## config.mk

```make
export PLATFORM = sky130hd
export DESIGN_NAME = tls_client_hello_sni_parser_flat
export DESIGN_NICKNAME = d
export VERILOG_FILES = /design/src/tcsni_pkg.sv /design/src/tcsni_stream_if.sv /design/src/tcsni_front.sv /design/src/tcsni_queue.sv /design/src/tcsni_back.sv /design/src/tls_client_hello_sni_parser.sv /design/src/flat_wrapper.sv
export SDC_FILE = /design/constraint.sdc
export NUM_CORES = 1
export LEC_CHECK = 0
export BUFFER_PORTS_ARGS = -buffer_cell sky130_fd_sc_hd__buf_2
export CAP_MARGIN = 0
export CORE_MARGIN = 3
export CORE_UTILIZATION = 65
export CTS_BUF_LIST = sky130_fd_sc_hd__clkbuf_8
export CTS_CLUSTER_SIZE = 40
export DETAILED_ROUTE_END_ITERATION = 12
export GPL_TIMING_DRIVEN = 0
export PLACE_DENSITY = 0.82
export SLEW_MARGIN = 20
export SYNTH_ARGS = -nofsm -noshare
export SYNTH_HDL_FRONTEND = slang
export SYNTH_SLANG_ARGS = --single-unit
```

## constraint.sdc

```tcl
create_clock -name clk -period 12.3 [get_ports clk]
set_input_delay 3.69 -clock clk [delete_from_list [all_inputs] [get_ports clk]]
set_output_delay 3.69 -clock clk [all_outputs]
set_load 0.01 [all_outputs]
```

## src/tcsni_pkg.sv

```systemverilog
// ----------------------------------------------------------------------------
// tcsni_pkg
// Shared types and constants for the ClientHello server-name parser.
// ----------------------------------------------------------------------------
package tcsni_pkg;

    localparam int unsigned MAX_PACKET_BYTES = 65535;
    localparam int unsigned POS_W = 16;
    localparam int unsigned END_W = 18;
    localparam logic [END_W-1:0] END_SAT = '1;

    localparam logic [7:0] CT_HANDSHAKE    = 8'd22;
    localparam logic [7:0] MAJOR_VERSION   = 8'd3;
    localparam logic [7:0] HS_CLIENT_HELLO = 8'd1;
    localparam logic [POS_W-1:0] RECORD_HEADER_BYTES = 16'd5;
    localparam logic [POS_W-1:0] SID_LEN_POS = 16'd43; // 9 + 2 + 32 random bytes

    localparam logic [4:0] PH_REC       = 5'd0;
    localparam logic [4:0] PH_SID_SKIP  = 5'd1;
    localparam logic [4:0] PH_CSLEN0    = 5'd2;
    localparam logic [4:0] PH_CSLEN1    = 5'd3;
    localparam logic [4:0] PH_CS0       = 5'd4;
    localparam logic [4:0] PH_CS1       = 5'd5;
    localparam logic [4:0] PH_CS_SKIP   = 5'd6;
    localparam logic [4:0] PH_COMPLEN   = 5'd7;
    localparam logic [4:0] PH_COMP_SKIP = 5'd8;
    localparam logic [4:0] PH_EXTLEN0   = 5'd9;
    localparam logic [4:0] PH_EXTLEN1   = 5'd10;
    localparam logic [4:0] PH_EH0       = 5'd11;
    localparam logic [4:0] PH_EH1       = 5'd12;
    localparam logic [4:0] PH_EH2       = 5'd13;
    localparam logic [4:0] PH_EH3       = 5'd14;
    localparam logic [4:0] PH_SNI_L0    = 5'd15;
    localparam logic [4:0] PH_SNI_L1    = 5'd16;
    localparam logic [4:0] PH_SNI_TYPE  = 5'd17;
    localparam logic [4:0] PH_SNI_N0    = 5'd18;
    localparam logic [4:0] PH_SNI_N1    = 5'd19;
    localparam logic [4:0] PH_SNI_NAME  = 5'd20;
    localparam logic [4:0] PH_EXT_SKIP  = 5'd21;
    localparam logic [4:0] PH_DONE      = 5'd22;

    typedef struct packed {
        logic [7:0] data_byte;
        logic       first_byte;
        logic       last_byte;
    } in_item_t;

    typedef struct packed {
        logic        kind;
        logic [7:0]  name_byte;
        logic        name_restart;
        logic        accepted;
        logic [7:0]  record_minor;
        logic        suite_present;
        logic [15:0] first_suite;
        logic [15:0] name_length;
        logic        run_end;
    } out_item_t;

    // One queue entry: up to two results caused by one input byte.
    typedef struct packed {
        logic       has_name;
        logic [7:0] name_byte;
        logic       name_restart;
        logic       has_verdict;
        logic       accepted;
        logic [7:0]  record_minor;
        logic        suite_present;
        logic [15:0] first_suite;
        logic [15:0] name_length;
    } work_t;

endpackage

```

## src/tcsni_stream_if.sv

```systemverilog
// ----------------------------------------------------------------------------
// tcsni_stream_if
// Valid/ready channel carrying one payload item.
// ----------------------------------------------------------------------------
interface tcsni_stream_if #(parameter type payload_t = logic);
    logic     valid;
    logic     ready;
    payload_t payload;

    modport source (output valid, output payload, input ready);
    modport sink (input valid, input payload, output ready);
endinterface

```

## src/tcsni_front.sv

```systemverilog
// ----------------------------------------------------------------------------
// tcsni_front
// Byte-serial ClientHello walker; emits a work entry for an accepted byte that yields a name byte or ends the packet.
// ----------------------------------------------------------------------------
module tcsni_front (
    input  logic                 clk,
    input  logic                 rst_n,
    input  tcsni_pkg::in_item_t  in_item,
    input  logic                 in_fire,
    output tcsni_pkg::work_t     work,
    output logic                 work_valid
);
    import tcsni_pkg::*;

    logic [POS_W-1:0] pos_reg, pos_next;
    logic [4:0]       phase_reg, phase_next;
    logic [23:0]      acc_reg, acc_next;
    logic [END_W-1:0] req_reg, req_next;
    logic [END_W-1:0] ext_end_reg, ext_end_next;
    logic [END_W-1:0] data_end_reg, data_end_next;
    logic [15:0]      left_reg, left_next;
    logic [15:0]      suite_reg, suite_next;
    logic             suite_flag_reg, suite_flag_next;
    logic [7:0]       minor_reg, minor_next;
    logic [15:0]      nlen_reg, nlen_next;
    logic             failed_reg, failed_next;

    // Current view of state; start-of-packet values on a first byte.
    logic [POS_W-1:0] p;
    logic [4:0]       ph;
    logic [23:0]      acc;
    logic [END_W-1:0] req, ext_end, data_end;
    logic [15:0]      left, suite, nlen;
    logic             sflag, failed;
    logic [7:0]       minor, b;

    logic [END_W-1:0] p1, eh_end, hs_end;
    logic [15:0]      v16;
    logic             emit, ok;

    always_comb
    begin
        b = in_item.data_byte;
        if (in_item.first_byte) begin
            p = '0; ph = PH_REC; acc = '0; req = '0; ext_end = '0; data_end = '0;
            left = '0; suite = '0; sflag = 1'b0; minor = '0; nlen = '0; failed = 1'b0;
        end else begin
            p = pos_reg; ph = phase_reg; acc = acc_reg; req = req_reg;
            ext_end = ext_end_reg; data_end = data_end_reg; left = left_reg;
            suite = suite_reg; sflag = suite_flag_reg; minor = minor_reg;
            nlen = nlen_reg; failed = failed_reg;
        end

        pos_next = p; phase_next = ph; acc_next = acc; req_next = req;
        ext_end_next = ext_end; data_end_next = data_end; left_next = left;
        suite_next = suite; suite_flag_next = sflag; minor_next = minor;
        nlen_next = nlen; failed_next = failed;
        emit = 1'b0;
        work = '0;

        p1 = {2'b00, p} + END_W'(1);
        v16 = {acc[7:0], b};
        eh_end = p1 + {2'b00, acc[15:8], b};
        hs_end = '0;

        if (32'(p) >= MAX_PACKET_BYTES) begin
            failed_next = 1'b1;
        end else begin
            pos_next = p + POS_W'(1);
            if (!failed) begin
                unique case (ph)
                    PH_REC:
                    begin
                        if (p == '0 && b != CT_HANDSHAKE) failed_next = 1'b1;
                        else if (p == POS_W'(1) && b != MAJOR_VERSION) failed_next = 1'b1;
                        else if (p == POS_W'(2)) minor_next = b;
                        else if (p == RECORD_HEADER_BYTES && b != HS_CLIENT_HELLO)
                            failed_next = 1'b1;
                        else if (p >= POS_W'(6) && p <= POS_W'(8)) begin
                            acc_next = {acc[15:0], b};
                            if (p == POS_W'(8)) begin
                                // 9 + 24-bit length; past 16 bits it is never reached
                                if (acc[15:8] != '0) hs_end = END_SAT;
                                else hs_end = END_W'({acc[7:0], b}) + END_W'(9);
                                if (hs_end > req) req_next = hs_end;
                            end
                        end else if (p == SID_LEN_POS) begin
                            data_end_next = p1 + END_W'(b);
                            phase_next = (b == 8'd0) ? PH_CSLEN0 : PH_SID_SKIP;
                        end
                    end
                    PH_SID_SKIP:
                        if (p1 >= data_end) phase_next = PH_CSLEN0;
                    PH_CSLEN0:
                    begin
                        acc_next = {16'd0, b};
                        phase_next = PH_CSLEN1;
                    end
                    PH_CSLEN1:
                    begin
                        data_end_next = p1 + END_W'(v16);
                        if (v16 >= 16'd2) phase_next = PH_CS0;
                        else if (v16 == 16'd1) phase_next = PH_CS_SKIP;
                        else phase_next = PH_COMPLEN;
                    end
                    PH_CS0:
                    begin
                        acc_next = {16'd0, b};
                        phase_next = PH_CS1;
                    end
                    PH_CS1:
                    begin
                        suite_next = v16;
                        suite_flag_next = 1'b1;
                        phase_next = (p1 >= data_end) ? PH_COMPLEN : PH_CS_SKIP;
                    end
                    PH_CS_SKIP:
                        if (p1 >= data_end) phase_next = PH_COMPLEN;
                    PH_COMPLEN:
                    begin
                        data_end_next = p1 + END_W'(b);
                        phase_next = (b == 8'd0) ? PH_EXTLEN0 : PH_COMP_SKIP;
                    end
                    PH_COMP_SKIP:
                        if (p1 >= data_end) phase_next = PH_EXTLEN0;
                    PH_EXTLEN0:
                    begin
                        acc_next = {16'd0, b};
                        phase_next = PH_EXTLEN1;
                    end
                    PH_EXTLEN1:
                    begin
                        ext_end_next = p1 + END_W'(v16);
                        if (ext_end_next > req) req_next = ext_end_next;
                        phase_next = (p1 + END_W'(4) > ext_end_next) ? PH_DONE : PH_EH0;
                    end
                    PH_EH0:
                    begin
                        acc_next = {16'd0, b};
                        phase_next = PH_EH1;
                    end
                    PH_EH1:
                    begin
                        acc_next = {23'd0, (v16 == 16'd0)};
                        phase_next = PH_EH2;
                    end
                    PH_EH2:
                    begin
                        acc_next = {7'd0, acc[0], b, 8'd0};
                        phase_next = PH_EH3;
                    end
                    PH_EH3:
                    begin
                        data_end_next = eh_end;
                        if (eh_end > ext_end) phase_next = PH_DONE;
                        else if (acc[16] && {acc[15:8], b} > 16'd5) phase_next = PH_SNI_L0;
                        else if (p1 >= eh_end)
                            phase_next = (eh_end + END_W'(4) > ext_end) ? PH_DONE : PH_EH0;
                        else phase_next = PH_EXT_SKIP;
                    end
                    PH_SNI_L0: phase_next = PH_SNI_L1;
                    PH_SNI_L1: phase_next = PH_SNI_TYPE;
                    PH_SNI_TYPE:
                    begin
                        acc_next = {23'd0, (b == 8'd0)};
                        phase_next = PH_SNI_N0;
                    end
                    PH_SNI_N0:
                    begin
                        acc_next = {15'd0, acc[0], b};
                        phase_next = PH_SNI_N1;
                    end
                    PH_SNI_N1:
                    begin
                        if (acc[8] && p1 + END_W'(v16) <= data_end) begin
                            nlen_next = v16;
                            left_next = v16;
                        end
                        if (acc[8] && p1 + END_W'(v16) <= data_end && v16 != 16'd0)
                            phase_next = PH_SNI_NAME;
                        else if (p1 >= data_end)
                            phase_next = (data_end + END_W'(4) > ext_end) ? PH_DONE : PH_EH0;
                        else phase_next = PH_EXT_SKIP;
                    end
                    PH_SNI_NAME:
                    begin
                        emit = 1'b1;
                        work.has_name = 1'b1;
                        work.name_byte = b;
                        work.name_restart = (left == nlen);
                        left_next = left - 16'd1;
                        if (left_next == 16'd0) begin
                            if (p1 >= data_end)
                                phase_next = (data_end + END_W'(4) > ext_end) ? PH_DONE
                                                                             : PH_EH0;
                            else phase_next = PH_EXT_SKIP;
                        end
                    end
                    PH_EXT_SKIP:
                        if (p1 >= data_end)
                            phase_next = (data_end + END_W'(4) > ext_end) ? PH_DONE : PH_EH0;
                    default: ;
                endcase
            end
        end

        ok = !failed_next && phase_next >= PH_EH0 && phase_next <= PH_DONE
             && {2'b00, pos_next} >= req_next;
        if (in_item.last_byte) begin
            work.has_verdict = 1'b1;
            work.accepted = ok;
            if (ok) begin
                work.record_minor = minor_next;
                work.suite_present = suite_flag_next;
                work.first_suite = suite_next;
                work.name_length = nlen_next;
            end
        end
        work_valid = in_fire && (emit || in_item.last_byte);
    end

    always_ff @(posedge clk or negedge rst_n)
    begin
        if (!rst_n) begin
            pos_reg <= '0; phase_reg <= PH_REC; acc_reg <= '0; req_reg <= '0;
            ext_end_reg <= '0; data_end_reg <= '0; left_reg <= '0; suite_reg <= '0;
            suite_flag_reg <= 1'b0; minor_reg <= '0; nlen_reg <= '0; failed_reg <= 1'b0;
        end else if (in_fire) begin
            if (in_item.last_byte) begin
                pos_reg <= '0; phase_reg <= PH_REC; acc_reg <= '0; req_reg <= '0;
                ext_end_reg <= '0; data_end_reg <= '0; left_reg <= '0; suite_reg <= '0;
                suite_flag_reg <= 1'b0; minor_reg <= '0; nlen_reg <= '0;
                failed_reg <= 1'b0;
            end else begin
                pos_reg <= pos_next; phase_reg <= phase_next; acc_reg <= acc_next;
                req_reg <= req_next; ext_end_reg <= ext_end_next;
                data_end_reg <= data_end_next; left_reg <= left_next;
                suite_reg <= suite_next; suite_flag_reg <= suite_flag_next;
                minor_reg <= minor_next; nlen_reg <= nlen_next; failed_reg <= failed_next;
            end
        end
    end

endmodule

```

## src/tcsni_queue.sv

```systemverilog
// ----------------------------------------------------------------------------
// tcsni_queue
// Four-entry FIFO of work entries between walker and output stage.
// ----------------------------------------------------------------------------
module tcsni_queue (
    input  logic              clk,
    input  logic              rst_n,
    input  logic              push,
    input  tcsni_pkg::work_t  push_data,
    input  logic              pop,
    output tcsni_pkg::work_t  head,
    output logic              not_empty,
    output logic              has_room
);
    import tcsni_pkg::*;

    work_t      mem [4];
    logic [1:0] wr_reg, wr_next, rd_reg, rd_next;
    logic [2:0] cnt_reg, cnt_next;

    always_comb
    begin
        wr_next = push ? wr_reg + 2'd1 : wr_reg;
        rd_next = pop ? rd_reg + 2'd1 : rd_reg;
        cnt_next = cnt_reg + 3'(push) - 3'(pop);
        head = mem[rd_reg];
        not_empty = cnt_reg != 3'd0;
        // room only if a second write cannot follow into a full queue
        has_room = cnt_reg < 3'd3;
    end

    always_ff @(posedge clk)
    begin
        if (push) mem[wr_reg] <= push_data;
    end

    always_ff @(posedge clk or negedge rst_n)
    begin
        if (!rst_n) begin
            wr_reg <= '0; rd_reg <= '0; cnt_reg <= '0;
        end else begin
            wr_reg <= wr_next; rd_reg <= rd_next; cnt_reg <= cnt_next;
        end
    end

endmodule

```

## src/tcsni_back.sv

```systemverilog
// ----------------------------------------------------------------------------
// tcsni_back
// Splits each work entry into name-byte and verdict result items.
// ----------------------------------------------------------------------------
module tcsni_back (
    input  logic               clk,
    input  logic               rst_n,
    input  tcsni_pkg::work_t   head,
    input  logic               not_empty,
    output logic               pop,
    tcsni_stream_if.source     out_ch
);
    import tcsni_pkg::*;

    logic      name_done_reg, name_done_next;
    logic      send_name, both;
    out_item_t item;

    always_comb
    begin
        send_name = head.has_name && !name_done_reg;
        both = head.has_name && head.has_verdict;
        item = '0;
        if (send_name) begin
            item.name_byte = head.name_byte;
            item.name_restart = head.name_restart;
            item.run_end = !head.has_verdict;
        end else begin
            item.kind = 1'b1;
            item.accepted = head.accepted;
            item.record_minor = head.record_minor;
            item.suite_present = head.suite_present;
            item.first_suite = head.first_suite;
            item.name_length = head.name_length;
            item.run_end = 1'b1;
        end
        out_ch.valid = not_empty;
        out_ch.payload = item;
        pop = not_empty && out_ch.ready && !(send_name && both);
        name_done_next = name_done_reg;
        if (not_empty && out_ch.ready)
            name_done_next = send_name && both;
    end

    always_ff @(posedge clk or negedge rst_n)
    begin
        if (!rst_n) name_done_reg <= 1'b0;
        else name_done_reg <= name_done_next;
    end

endmodule

```

## src/tls_client_hello_sni_parser.sv

```systemverilog
// Timing: results are offered from work entries registered in the work queue.
// Throughput: 1 byte per cycle while the queue has room; a byte that yields a name
// byte and a verdict gives two output items, absorbed by the 4-entry work queue.
// Reset: asynchronous active-low rst_n clears the walker and empties the queue.
// ----------------------------------------------------------------------------
// tls_client_hello_sni_parser
// Streams packet bytes, extracts the SNI host name and gives a packet verdict.
// ----------------------------------------------------------------------------
module tls_client_hello_sni_parser (
    input  logic           clk,
    input  logic           rst_n,
    tcsni_stream_if.sink   in_ch,
    tcsni_stream_if.source out_ch
);
    import tcsni_pkg::*;

    work_t work, head;
    logic  work_valid, not_empty, has_room, pop, in_fire;

    assign in_ch.ready = has_room;
    assign in_fire = in_ch.valid && has_room;

    tcsni_front u_front (
        .clk(clk), .rst_n(rst_n), .in_item(in_ch.payload), .in_fire(in_fire),
        .work(work), .work_valid(work_valid)
    );

    tcsni_queue u_queue (
        .clk(clk), .rst_n(rst_n), .push(work_valid), .push_data(work), .pop(pop),
        .head(head), .not_empty(not_empty), .has_room(has_room)
    );

    tcsni_back u_back (
        .clk(clk), .rst_n(rst_n), .head(head), .not_empty(not_empty), .pop(pop),
        .out_ch(out_ch)
    );

endmodule
```

## src/flat_wrapper.sv

```systemverilog
// flat-port wrapper written by rule: the top's interface ports become plain ports
module tls_client_hello_sni_parser_flat import tcsni_pkg::*;
  (clk, rst_n, in_ch_valid, in_ch_payload, in_ch_ready, out_ch_valid, out_ch_payload, out_ch_ready);
  tcsni_stream_if in_ch_i ();
  tcsni_stream_if out_ch_i ();
  input  logic clk;
  input  logic rst_n;
  input wire logic [$bits(in_ch_i.valid)-1:0] in_ch_valid;
  input wire logic [$bits(in_ch_i.payload)-1:0] in_ch_payload;
  output wire logic [$bits(in_ch_i.ready)-1:0] in_ch_ready;
  output wire logic [$bits(out_ch_i.valid)-1:0] out_ch_valid;
  output wire logic [$bits(out_ch_i.payload)-1:0] out_ch_payload;
  input wire logic [$bits(out_ch_i.ready)-1:0] out_ch_ready;
  assign in_ch_i.valid = in_ch_valid;
  assign in_ch_i.payload = in_ch_payload;
  assign in_ch_ready = in_ch_i.ready;
  assign out_ch_valid = out_ch_i.valid;
  assign out_ch_payload = out_ch_i.payload;
  assign out_ch_i.ready = out_ch_ready;
  tls_client_hello_sni_parser u_core (.clk(clk), .rst_n(rst_n), .in_ch(in_ch_i), .out_ch(out_ch_i));
endmodule
```

* After elaboration in Yosys (flattened, before gate mapping)
Memory sizes are Yosys's and may differ from the RTL's. Cells that the tools add are included.
Storage, ports and cells: RAM bits 212, output and inout port bits 3, bits in registers 158, memories kept 1, logic and storage cells 236
Memories:
- u_core.u_queue.mem | depth 4, bits a word 53, rd ports 1, clocked after memory_dff 0, wr ports 1, line tcsni_queue.sv:17 | work_t mem [4];
Cells by class: reduce and logical (&&, ||, !) cells 35, eq/ne operators 37, add/subtract/negate cells 13, muxes and demuxes 116, magnitude comparators 18
Operators with widths (count):
- 18-bit two-way mux | 34
- 16-bit two-way mux | 15
- 17-bit two-way mux | 8
- 5-bit two-way mux | 22
- 5-bit one-hot mux with 22 select lines | 1
- 18-bit > comparator | 6
- 17-bit one-hot mux with 6 select lines | 1
- 18-bit one-hot mux with 4 select lines | 1
- 8-bit two-way mux | 7
- 18-bit by 3-bit adder with 18-bit output, second input constant | 3
- 16-bit zero test | 3
- 43-bit two-way mux | 1
- 41-bit two-way mux | 1
- 5-bit by 4-bit == test with 1-bit output, second input constant | 8
- 17-bit by 16-bit adder with 18-bit output | 2
- 18-bit >= comparator | 2
- 18-bit one-hot mux with 2 select lines | 1
- 16-bit one-hot mux with 2 select lines | 1
- 5-bit == test, second input constant | 6
- 10-bit two-way mux | 3
- 3-bit inequality test, second input constant | 8
- 5-bit by 3-bit == test with 1-bit output, second input constant | 4
- 1-bit two-way mux | 19
- 16-bit by 18-bit >= comparator with 1-bit output | 1
- other kinds (41) | 61

* Depth between registers and ports, before layout
Gate-level depths: netlist (run 1).
depth after elaboration 26, depth in mapped cells 23, mapped depth without buffers 21

* Hierarchy
Synthesis (run 1) repeated with hierarchy kept, for this count alone.
Unflattened totals: cell total of the unflattened synthesis 2482, area total of the unflattened synthesis 24942.7 µm²
Modules (own cells, without submodules):
- tcsni_front | area each 16756.1 µm², cells an instance 2161, seq. area each 3753.6 µm², instances 1
- tcsni_queue | area each 8112.8 µm², cells an instance 312, seq. area each 6541.3 µm², instances 1
- tcsni_back | area each 63.8 µm², cells an instance 7, seq. area each 25.0 µm², instances 1
- tls_client_hello_sni_parser | area each 10.0 µm², cells an instance 2, seq. area each 0.0 µm², instances 1

* Worst setup path after synthesis (run 1)
OpenSTA, ideal clock, no wires.
path kind input to register, start point input in_ch_payload, end point register u_core.u_queue.cnt_reg[2], arrival 5.568 ns, stages on the path 11, data required time 12.177 ns, setup time 0.123 ns, path buffers 2, path slack 6.610 ns, cells stage by stage clkbuf_1 > clkbuf_1 > nor2_1 > nor2_1 > inv_1 > ha_1 > inv_1 > ha_1 > inv_1 > fa_1 > xnor2_1
Between the ends: cells in the longest elaborated chain, start to end 4
Ends and longest elaborated chain:
- start: declaration | line flat_wrapper.sv:9 | input wire logic [$bits(in_ch_i.payload)-1:0] in_ch_payload;
- 1-bit logical OR | line tcsni_front.sv:219 | work_valid = in_fire && (emit || in_item.last_byte);
- 1-bit logical AND | line tcsni_front.sv:219
- 3-bit by 1-bit adder with 3-bit output | line tcsni_queue.sv:25 | cnt_next = cnt_reg + 3'(push) - 3'(pop);
- 3-bit by 1-bit subtractor with 3-bit output | line tcsni_queue.sv:25
- net u_core.u_queue.cnt_next[2] | line tcsni_queue.sv:19 | logic [2:0] cnt_reg, cnt_next;
- end signal: assignment | line tcsni_queue.sv:42 | wr_reg <= wr_next; rd_reg <= rd_next; cnt_reg <= cnt_next;
- end: declaration | line tcsni_queue.sv:19
The timed path passes the listed nets, and every way through them passes these cells. A chain may end at the register's enable or synchronous reset.

* Final worst setup path (run 1)
start point register u_core.u_front.pos_reg[0], end point register u_core.u_front.left_reg[13]
Between the ends: cells in the longest elaborated chain, start to end 6, elaborated cells on any way between the ends 8, classes of those cells add/sub (2); order compare (2); eq/ne (2); reduce/logical (2)
Ends and longest elaborated chain:
- start: declaration | line tcsni_front.sv:15 | logic [POS_W-1:0] pos_reg, pos_next;
- start signal: assignment | line tcsni_front.sv:235 | pos_reg <= pos_next; phase_reg <= phase_next; acc_reg <= acc_next;
- 16-bit by 1-bit adder with 17-bit output | line tcsni_front.sv:61 | p1 = {2'b00, p} + END_W'(1);
- 17-bit by 16-bit adder with 18-bit output | line tcsni_front.sv:175 | if (acc[8] && p1 + END_W'(v16) <= data_end) begin
- 18-bit less-or-equal comparator | line tcsni_front.sv:175
- 1-bit logical AND | line tcsni_front.sv:175
- 3-bit inequality test (no source line)
- 5-bit AND reduction (no source line) *
- end signal: assignment | line tcsni_front.sv:237 | data_end_reg <= data_end_next; left_reg <= left_next;
- end: declaration | line tcsni_front.sv:21 | logic [15:0] left_reg, left_next;
Mark *: on every way between the ends. The rest lies on a longest branch, timed or not.

==> impl_metrics.xml, run 1 <==
<?xml version="1.0" encoding="UTF-8"?>
<metrics>
  <group name="setup_path">
    <metric name="worst-r2r-setup-slack" unit="ns">5.66</metric>
    <metric name="cp_data_required_time" unit="ns">12.58</metric>
    <metric name="terminus_of_the_critical_flop_to_flop_path" unit="">u_core.u_front.left_reg[13]$_DFFE_PN0P_</metric>
    <metric name="path_buf_inv" unit="">3</metric>
    <metric name="critPathKind" unit="">flop to flop</metric>
    <metric name="setup.worst_path.start_class" unit="">flop</metric>
    <metric name="slowest_stage" unit="">xor2_1</metric>
    <metric name="critical_path_peak_fanout" unit="">11</metric>
    <metric name="critical-path-top-cell-by-count" unit="">ha_1</metric>
    <metric name="timing.reg2reg.worst_path_depth" unit="">21</metric>
    <metric name="timing.critical_path.max_delay_family" unit="">simple AND/OR/NAND/NOR gates</metric>
    <metric name="timing.critical_path.cells" unit="">ha_1 -&gt; clkbuf_1 -&gt; and3_1 -&gt; and3_1 -&gt; xor2_1 -&gt; ha_1 -&gt; o21ai_0 -&gt; nor2_1 -&gt; xnor2_1 -&gt; inv_1 -&gt; ha_1 -&gt; nand4_1 -&gt; or4_1 -&gt; mux2i_1 -&gt; a31oi_1 -&gt; nand3b_1 -&gt; a21oi_1 -&gt; o21ai_1 -&gt; clkbuf_1 -&gt; o21ai_0 -&gt; o41ai_1</metric>
    <metric name="worst_r2r_startpoint" unit="">u_core.u_front.pos_reg[0]$_DFFE_PN0P_</metric>
    <metric name="endpoint_kind" unit="">flop</metric>
    <metric name="worst-endpoint-arrival" unit="ns">6.92</metric>
    <metric name="crit_path_max_incr_delay" unit="ns">0.73</metric>
  </group>
  <group name="sta">
    <metric name="grt_setup_unrepaired" unit="">false</metric>
    <metric name="max_clock_freq" unit="MHz">151</metric>
    <metric name="final_period_minus_worst_setup_slack" unit="ns">6.64</metric>
    <metric name="final_max_slew_viol_count" unit="">0</metric>
    <metric name="hold_viol" unit="">0</metric>
    <metric name="final-setup-viol-count" unit="">0</metric>
    <metric name="timing.clock.skew" unit="ns">0.00902</metric>
    <metric name="slew_headroom" unit="%">25.6</metric>
    <metric name="worst_hold_slack" unit="ns">0.486</metric>
    <metric name="layout_worst_path_cycle_share" unit="%">54.0</metric>
    <metric name="setup_total_negative_slack" unit="ns">0</metric>
    <metric name="setup_ws" unit="ns">5.66</metric>
    <metric name="worst_slew_pin_slew" unit="ns">1.11</metric>
  </group>
  <group name="final_layout">
    <metric name="fillers" unit="">1143</metric>
    <metric name="drive_above_1_share" unit="%">4.95</metric>
    <metric name="layout.nets" unit="">1246</metric>
    <metric name="area_growth_syn_to_layout" unit="%">5.43</metric>
    <metric name="layout.core_utilization" unit="%">70.8</metric>
    <metric name="num_antenna_cells" unit="">0</metric>
    <metric name="layoutNonFillerInstCount" unit="">1307</metric>
  </group>
  <group name="run">
    <metric name="max_cap_viol_count" unit="">0</metric>
  </group>
  <group name="hold_path">
    <metric name="hp_class" unit="">flop to flop</metric>
    <metric name="hp_start" unit="">u_core.u_front.ext_end_reg[16]$_DFFE_PN0P_</metric>
    <metric name="worstHoldEndpoint" unit="">u_core.u_front.ext_end_reg[16]$_DFFE_PN0P_</metric>
    <metric name="hold_path_depth" unit="">2</metric>
  </group>
  <group name="yosys">
    <metric name="ys_seq_area_share" unit="%">26.4</metric>
    <metric name="synthMostInstantiatedCell" unit="">ha_1</metric>
    <metric name="synth.top_cells.by_count" unit="">ha_1 (114), nand2_1 (110), o21ai_0 (97)</metric>
    <metric name="synth_top_flop_cell" unit="">dfrtp_1</metric>
    <metric name="ys_async_sr_fraction" unit="%">91.4</metric>
    <metric name="syn_area" unit="sq um">8960</metric>
    <metric name="gate_count_after_technology_mapping" unit="">1105</metric>
    <metric name="avgSynthCellArea" unit="sq um">8.11</metric>
    <metric name="synth-warning-count" unit="">0</metric>
    <metric name="ys_ff_latch" unit="">93</metric>
    <metric name="synth_enable_flop_cells" unit="">8</metric>
    <metric name="yosys.area.top_type_share" unit="%">23.7</metric>
    <metric name="ys_types" unit="">83</metric>
    <metric name="cell_type_with_the_largest_total_area_after_synthesis" unit="">dfrtp_1</metric>
    <metric name="yosys-top-cells-area" unit="">dfrtp_1 (24%), ha_1 (16%), o21ai_0 (5.4%)</metric>
  </group>
  <group name="die">
    <metric name="dieHeight" unit="microns">123</metric>
    <metric name="core" unit="sq um">13300</metric>
    <metric name="fp.dieArea" unit="sq um">15200</metric>
    <metric name="die_outline_width" unit="microns">123</metric>
    <metric name="initial_utilization" unit="%">67.1</metric>
    <metric name="number_of_standard_cell_rows_in_the_floorplan" unit="">42</metric>
    <metric name="top_level_ports" unit="">8</metric>
  </group>
  <group name="global_route">
    <metric name="grt_use_total" unit="%">36.7</metric>
    <metric name="grt_pass1_vias" unit="">8254</metric>
    <metric name="gr-total-overflow" unit="">0</metric>
    <metric name="grt_first_pass_wirelength" unit="microns">42800</metric>
    <metric name="antenna_found_initial" unit="">0</metric>
    <metric name="maximum_number_of_pins_on_one_net_before_global_route_repair" unit="">49</metric>
  </group>
  <group name="cts">
    <metric name="cts_inserted_buffers" unit="">9</metric>
    <metric name="clk_transition_reported_paths" unit="ns">0.10</metric>
    <metric name="worstSkewPairLatency" unit="ns">0.40</metric>
    <metric name="cts_hold_buffers" unit="">0</metric>
    <metric name="postCtsSetupBuffers" unit="">0</metric>
    <metric name="cts_repair_resize_count" unit="">0</metric>
    <metric name="cts.root.buffer_cell" unit="">clkbuf_8</metric>
    <metric name="tritoncts_clock_tree" unit="">yes</metric>
    <metric name="cts_sinks" unit="">93</metric>
    <metric name="cts.htree.levels" unit="">3</metric>
    <metric name="cts_buffer_depth" unit="">2</metric>
  </group>
  <group name="power_and_ir_drop">
    <metric name="intPower" unit="mW">0.789</metric>
    <metric name="power_per_cell_area" unit="nW/um^2">165</metric>
    <metric name="power.clock.fraction" unit="%">14.3</metric>
    <metric name="peakVddDrop" unit="mV">0.163</metric>
    <metric name="power.net_switching" unit="mW">0.771</metric>
    <metric name="power_leakage" unit="nW">4.13</metric>
    <metric name="pwr-share-seq" unit="%">28.2</metric>
    <metric name="comb_power_share" unit="%">57.5</metric>
    <metric name="p_sw_share" unit="%">49.4</metric>
  </group>
  <group name="placement">
    <metric name="hpwl" unit="microns">20700</metric>
    <metric name="placement.io_buffers" unit="">7</metric>
    <metric name="preCtsSetupSlack" unit="ns">5.78</metric>
    <metric name="place_congestion" unit="">0.991</metric>
    <metric name="placed_cells_incl_taps" unit="">1291</metric>
  </group>
  <group name="drt">
    <metric name="route.detailed.drc" unit="">0</metric>
    <metric name="avgViaCountPerCell" unit="">6.70</metric>
    <metric name="drt.antenna.violating_nets" unit="">0</metric>
    <metric name="wl" unit="microns">26800</metric>
    <metric name="drt_iter0_drc" unit="">991</metric>
    <metric name="vias" unit="">8755</metric>
    <metric name="met1Wirelength" unit="microns">10700</metric>
    <metric name="detail_route.first_pass.iterations" unit="">5</metric>
    <metric name="wl_per_cell" unit="microns">20.5</metric>
    <metric name="dr_wl_met3" unit="microns">2200</metric>
    <metric name="route.top_layer_used" unit="">met4</metric>
    <metric name="wl_met2" unit="microns">12700</metric>
  </group>
  <group name="run_status">
    <metric name="outcome" unit="">complete, no violations</metric>
  </group>
</metrics>
[per-layer routing]
metal  up-vias  global-route usage, %
met5         -                      0
met4         0                   18.7
met3       102                   6.59
met2       434                   60.0
met1      4144                   46.5
li1       4075                      -
[cell usage in the layout (no fill, tap or decap), types with 36 or more instances in the layout]
| cell type | count |
|---|---|
| a21oi_1 | 61 |
| clkbuf_1 | 36 |
| dfrtp_1 | 85 |
| ha_1 | 114 |
| inv_1 | 81 |
| nand2_1 | 110 |
| nor2_1 | 84 |
| o21ai_0 | 97 |
| xnor2_1 | 55 |
[stage by stage]
step                      power (mW)  cell area [sq um]
after floorplan                 1.06               8970
after global placement          1.29               9230
after detailed placement        1.31               9250
after CTS                       1.54               9450
after global routing            1.68               9450
final                           1.56               9450
[worst max path at each step]
stage | endpoint | cells past startpoint | startpoint | slack [ns]
6_report | u_core.u_front.left_reg[13]$_DFFE_PN0P_ | 21 | u_core.u_front.pos_reg[0]$_DFFE_PN0P_ | 5.66
2_1_floorplan | u_core.u_queue.cnt_reg[2]$_DFF_PN0_ | 11 | in_ch_payload | 6.61
3_5_place_dp | u_core.u_queue.cnt_reg[2]$_DFF_PN0_ | 12 | in_ch_payload | 5.78
5_1_grt | u_core.u_front.left_reg[13]$_DFFE_PN0P_ | 21 | u_core.u_front.pos_reg[0]$_DFFE_PN0P_ | 5.33
3_3_place_gp | u_core.u_queue.cnt_reg[2]$_DFF_PN0_ | 12 | in_ch_payload | 5.87
4_1_cts | u_core.u_front.left_reg[13]$_DFFE_PN0P_ | 21 | u_core.u_front.pos_reg[0]$_DFFE_PN0P_ | 5.84
[layout make-up]
cell class	instances	area, sq um	area share (%)
inverter	82	308	3.26
tap	176	220	2.33
clock buffer	9	124	1.31
clock inverter	7	77.6	0.821
buffer	49	206	2.18
timing repair buffer	8	57.6	0.609
multi-input combinational	883	6090	64.4
sequential	93	2370	25.1
[worst reg2reg max path, cell delays in order, from the launching register on]
cell      delay (ns)
dfrtp_1         0.67
ha_1            0.25
clkbuf_1        0.37
and3_1          0.34
and3_1          0.23
xor2_1          0.73
ha_1            0.30
o21ai_0         0.26
nor2_1          0.21
xnor2_1         0.25
inv_1           0.09
ha_1            0.32
nand4_1         0.16
or4_1           0.63
mux2i_1         0.27
a31oi_1         0.16
nand3b_1        0.26
a21oi_1         0.16
o21ai_1         0.21
clkbuf_1        0.33
o21ai_0         0.23
o41ai_1         0.09
[kinds of logic after synthesis]
group / Yosys count / synth area share [%]
flip-flops: 93 / 26.4
AO/OA/AOI/OAI: 296 / 21.4
XOR/XNOR: 68 / 6.80
buffers and inverters: 131 / 5.74
other: 2 / 0.0838
multiplexers: 7 / 0.796
AND/OR/NAND/NOR: 393 / 22.6
adder cells (fa/ha/maj): 115 / 16.1
[power by group through the flow]
stage | sequential (mW) | combinational [mW] | clock, mW
detailed placement | 0.442 | 0.870 | 0
global placement | 0.440 | 0.853 | 0
CTS | 0.437 | 0.876 | 0.223
finish | 0.440 | 0.897 | 0.223
floorplan | 0.422 | 0.640 | 0
global route | 0.448 | 0.997 | 0.237
(Power assumes the default switching activity.)
==> inputs of run 2 (changes only) <==
--- a/config.mk
+++ b/config.mk
@@ -8,12 +8,12 @@
 export BUFFER_PORTS_ARGS = -buffer_cell sky130_fd_sc_hd__buf_2
 export CAP_MARGIN = 0
 export CORE_MARGIN = 3
-export CORE_UTILIZATION = 65
+export CORE_UTILIZATION = 60
 export CTS_BUF_LIST = sky130_fd_sc_hd__clkbuf_8
 export CTS_CLUSTER_SIZE = 40
 export DETAILED_ROUTE_END_ITERATION = 12
 export GPL_TIMING_DRIVEN = 0
-export PLACE_DENSITY = 0.82
+export PLACE_DENSITY = 0.79
 export SLEW_MARGIN = 20
 export SYNTH_ARGS = -nofsm -noshare
 export SYNTH_HDL_FRONTEND = slang
==> constraint.sdc (replaced) <==
create_clock -name clk -period 6.1 [get_ports clk]
set_input_delay 1.83 -clock clk [delete_from_list [all_inputs] [get_ports clk]]
set_output_delay 1.83 -clock clk [all_outputs]
set_load 0.01 [all_outputs]
==> impl_metrics.xml, run 2 (synthesized netlist as in run 1, its figures left out) <==
<?xml version="1.0" encoding="UTF-8"?>
<metrics>
  <group name="power_and_ir_drop">
    <metric name="power_per_cell_area" unit="nW/um^2">328</metric>
    <metric name="finalPower" unit="mW">3.11</metric>
    <metric name="power_leakage" unit="nW">4.15</metric>
    <metric name="peakVddDrop" unit="mV">0.375</metric>
  </group>
  <group name="setup_path">
    <metric name="worst_r2r_startpoint" unit="">u_core.u_front.pos_reg[0]$_DFFE_PN0P_</metric>
    <metric name="worst-r2r-setup-slack" unit="ns">0.35</metric>
    <metric name="critPathKind" unit="">flop to flop</metric>
    <metric name="timing.critical_path.max_delay_family" unit="">compound AO/OA/AOI/OAI gates</metric>
    <metric name="crit_path_max_incr_delay" unit="ns">0.54</metric>
    <metric name="endpoint_kind" unit="">flop</metric>
    <metric name="timing.critical_path.cells" unit="">ha_1 -&gt; clkbuf_2 -&gt; and3_1 -&gt; and3_1 -&gt; xor2_4 -&gt; ha_1 -&gt; o21ai_0 -&gt; nor4_1 -&gt; xnor2_1 -&gt; ha_1 -&gt; a21oi_1 -&gt; o21ai_0 -&gt; a2111oi_1 -&gt; a31oi_1 -&gt; nand3b_1 -&gt; a21oi_1 -&gt; o21ai_2 -&gt; clkbuf_1 -&gt; o21ai_0 -&gt; o41ai_1</metric>
    <metric name="cp_data_required_time" unit="ns">6.39</metric>
    <metric name="path_buf_inv" unit="">2</metric>
    <metric name="terminus_of_the_critical_flop_to_flop_path" unit="">u_core.u_front.left_reg[13]$_DFFE_PN0P_</metric>
    <metric name="worst-endpoint-arrival" unit="ns">6.03</metric>
    <metric name="slowest_stage" unit="">a2111oi_1</metric>
    <metric name="timing.reg2reg.worst_path_depth" unit="">20</metric>
    <metric name="critical_path_peak_fanout" unit="">11</metric>
    <metric name="setup.worst_path.start_class" unit="">flop</metric>
  </group>
  <group name="cts">
    <metric name="cts_sinks" unit="">93</metric>
    <metric name="worstSkewPairLatency" unit="ns">0.40</metric>
    <metric name="cts.root.buffer_cell" unit="">clkbuf_8</metric>
    <metric name="clk_transition_reported_paths" unit="ns">0.11</metric>
    <metric name="cts.htree.levels" unit="">3</metric>
    <metric name="postCtsSetupBuffers" unit="">0</metric>
    <metric name="cts_inserted_buffers" unit="">9</metric>
    <metric name="cts_buffer_depth" unit="">2</metric>
    <metric name="tritoncts_clock_tree" unit="">yes</metric>
  </group>
  <group name="sta">
    <metric name="worst_slew_pin_slew" unit="ns">1.17</metric>
    <metric name="final-setup-viol-count" unit="">0</metric>
    <metric name="final_period_minus_worst_setup_slack" unit="ns">5.75</metric>
    <metric name="layout_worst_path_cycle_share" unit="%">94.2</metric>
    <metric name="timing.clock.skew" unit="ns">0.0195</metric>
    <metric name="grt_setup_unrepaired" unit="">false</metric>
    <metric name="worst_hold_slack" unit="ns">0.488</metric>
    <metric name="slew_headroom" unit="%">21.0</metric>
    <metric name="max_clock_freq" unit="MHz">174</metric>
    <metric name="final_max_slew_viol_count" unit="">0</metric>
    <metric name="hold_viol" unit="">0</metric>
  </group>
  <group name="hold_path">
    <metric name="hp_start" unit="">u_core.u_front.ext_end_reg[12]$_DFFE_PN0P_</metric>
    <metric name="worstHoldEndpoint" unit="">u_core.u_front.ext_end_reg[12]$_DFFE_PN0P_</metric>
    <metric name="hold_path_depth" unit="">2</metric>
    <metric name="hp_class" unit="">flop to flop</metric>
  </group>
  <group name="drt">
    <metric name="drt.antenna.violating_nets" unit="">0</metric>
    <metric name="detail_route.first_pass.iterations" unit="">5</metric>
    <metric name="wl_per_cell" unit="microns">19.6</metric>
    <metric name="drt_iter0_drc" unit="">1090</metric>
    <metric name="vias" unit="">8511</metric>
    <metric name="avgViaCountPerCell" unit="">6.47</metric>
    <metric name="wl" unit="microns">25800</metric>
    <metric name="route.detailed.drc" unit="">0</metric>
  </group>
  <group name="run">
    <metric name="max_cap_viol_count" unit="">0</metric>
  </group>
  <group name="global_route">
    <metric name="grt_first_pass_wirelength" unit="microns">41700</metric>
    <metric name="grt_pass1_vias" unit="">8202</metric>
    <metric name="grt_use_total" unit="%">32.0</metric>
    <metric name="gr-total-overflow" unit="">0</metric>
    <metric name="maximum_number_of_pins_on_one_net_before_global_route_repair" unit="">62</metric>
    <metric name="antenna_found_initial" unit="">0</metric>
  </group>
  <group name="final_layout">
    <metric name="layout_commonest_cell" unit="">ha_1</metric>
    <metric name="mostFrequentLayoutCells" unit="">ha_1 (114), nand2_1 (110), o21ai_0 (97)</metric>
    <metric name="layout.core_utilization" unit="%">65.2</metric>
    <metric name="layout.nets" unit="">1246</metric>
    <metric name="area_growth_syn_to_layout" unit="%">6.07</metric>
    <metric name="drive_above_1_share" unit="%">5.48</metric>
    <metric name="num_antenna_cells" unit="">0</metric>
    <metric name="layoutNonFillerInstCount" unit="">1315</metric>
    <metric name="fin_area" unit="sq um">9510</metric>
  </group>
  <group name="die">
    <metric name="number_of_standard_cell_rows_in_the_floorplan" unit="">44</metric>
    <metric name="fp.dieArea" unit="sq um">16400</metric>
    <metric name="core" unit="sq um">14600</metric>
    <metric name="die_outline_width" unit="microns">128</metric>
    <metric name="top_level_ports" unit="">8</metric>
    <metric name="dieHeight" unit="microns">128</metric>
    <metric name="initial_utilization" unit="%">61.4</metric>
  </group>
  <group name="placement">
    <metric name="hpwl" unit="microns">20100</metric>
    <metric name="place_area" unit="sq um">9270</metric>
    <metric name="place_congestion" unit="">0.981</metric>
    <metric name="placed_cells_incl_taps" unit="">1299</metric>
    <metric name="placement.io_buffers" unit="">7</metric>
  </group>
  <group name="run_status">
    <metric name="outcome" unit="">complete, no violations</metric>
  </group>
</metrics>
## run 2: cell count changes in the layout (fill, tap and decap cells not counted), sizes merged
cell,change
clkinvlp,+2
inv,-2
bufinv,-1
clkinv,+1
## run 2: layer usage
metal	GRT usage [%]	share of wire [%]	vias to the layer above
li1	-	-	4081
met1	40.6	42	4001
met2	53.0	47	348
met3	5.42	7.1	81
met4	15.5	4.1	0
met5	0	0	-
## run 2: worst max path at each step
stage / from / end / slack (ns) / depth (start not counted)
3_3_place_gp: u_core.u_front.pos_reg[0]$_DFFE_PN0P_ / u_core.u_front.left_reg[13]$_DFFE_PN0P_ / -0.29 / 20
4_1_cts: u_core.u_front.pos_reg[0]$_DFFE_PN0P_ / u_core.u_front.left_reg[13]$_DFFE_PN0P_ / 0.04 / 20
5_1_grt: u_core.u_front.pos_reg[0]$_DFFE_PN0P_ / u_core.u_front.left_reg[13]$_DFFE_PN0P_ / 0.02 / 20
6_report: u_core.u_front.pos_reg[0]$_DFFE_PN0P_ / u_core.u_front.left_reg[13]$_DFFE_PN0P_ / 0.35 / 20
2_1_floorplan: u_core.u_front.pos_reg[0]$_DFFE_PN0P_ / u_core.u_front.left_reg[13]$_DFFE_PN0P_ / 1.27 / 21
3_5_place_dp: u_core.u_front.pos_reg[0]$_DFFE_PN0P_ / u_core.u_front.left_reg[13]$_DFFE_PN0P_ / -0.30 / 20
## run 2: report_power, final
group	internal (mW)	switching [mW]	total (mW)
clock network	0.160	0.276	0.436
logic	0.653	1.14	1.79
registers	0.747	0.139	0.886
## run 2: timing repair
item | 4_1_cts | 5_1_grt
endpoints found under the setup margin | 19 | 21
gates resized for setup | 3 | 6
hold endpoints to repair | 0 | 0
hold buffers | 0 | 0
## run 2: through the flow
step | setup slack (ns) | setup TNS, ns
2_1_floorplan | 1.27 | 0
3_3_place_gp | -0.290 | -1.93
3_5_place_dp | -0.301 | -2.08
4_1_cts | 0.0415 | 0
5_1_grt | 0.0183 | 0
6_report | 0.354 | 0
## run 2: tightest hold or removal path: cells and delay by family, from the launching register on
family / cells / cell delay, ns
AOI/OAI and AO/OA: 1 / 0.06
and+or+nand+nor: 1 / 0.05
DFF: 1 / 0.35
## run 2: cell type report
class | instances | area, sq um
tap | 184 | 230
inverter | 82 | 308
buffer | 49 | 208
clock inverter | 7 | 71.3
multi-input combinational | 883 | 6130
clock buffer | 9 | 124
sequential | 93 | 2370
timing repair buffer | 8 | 68.8
fill | 1291 | 5080
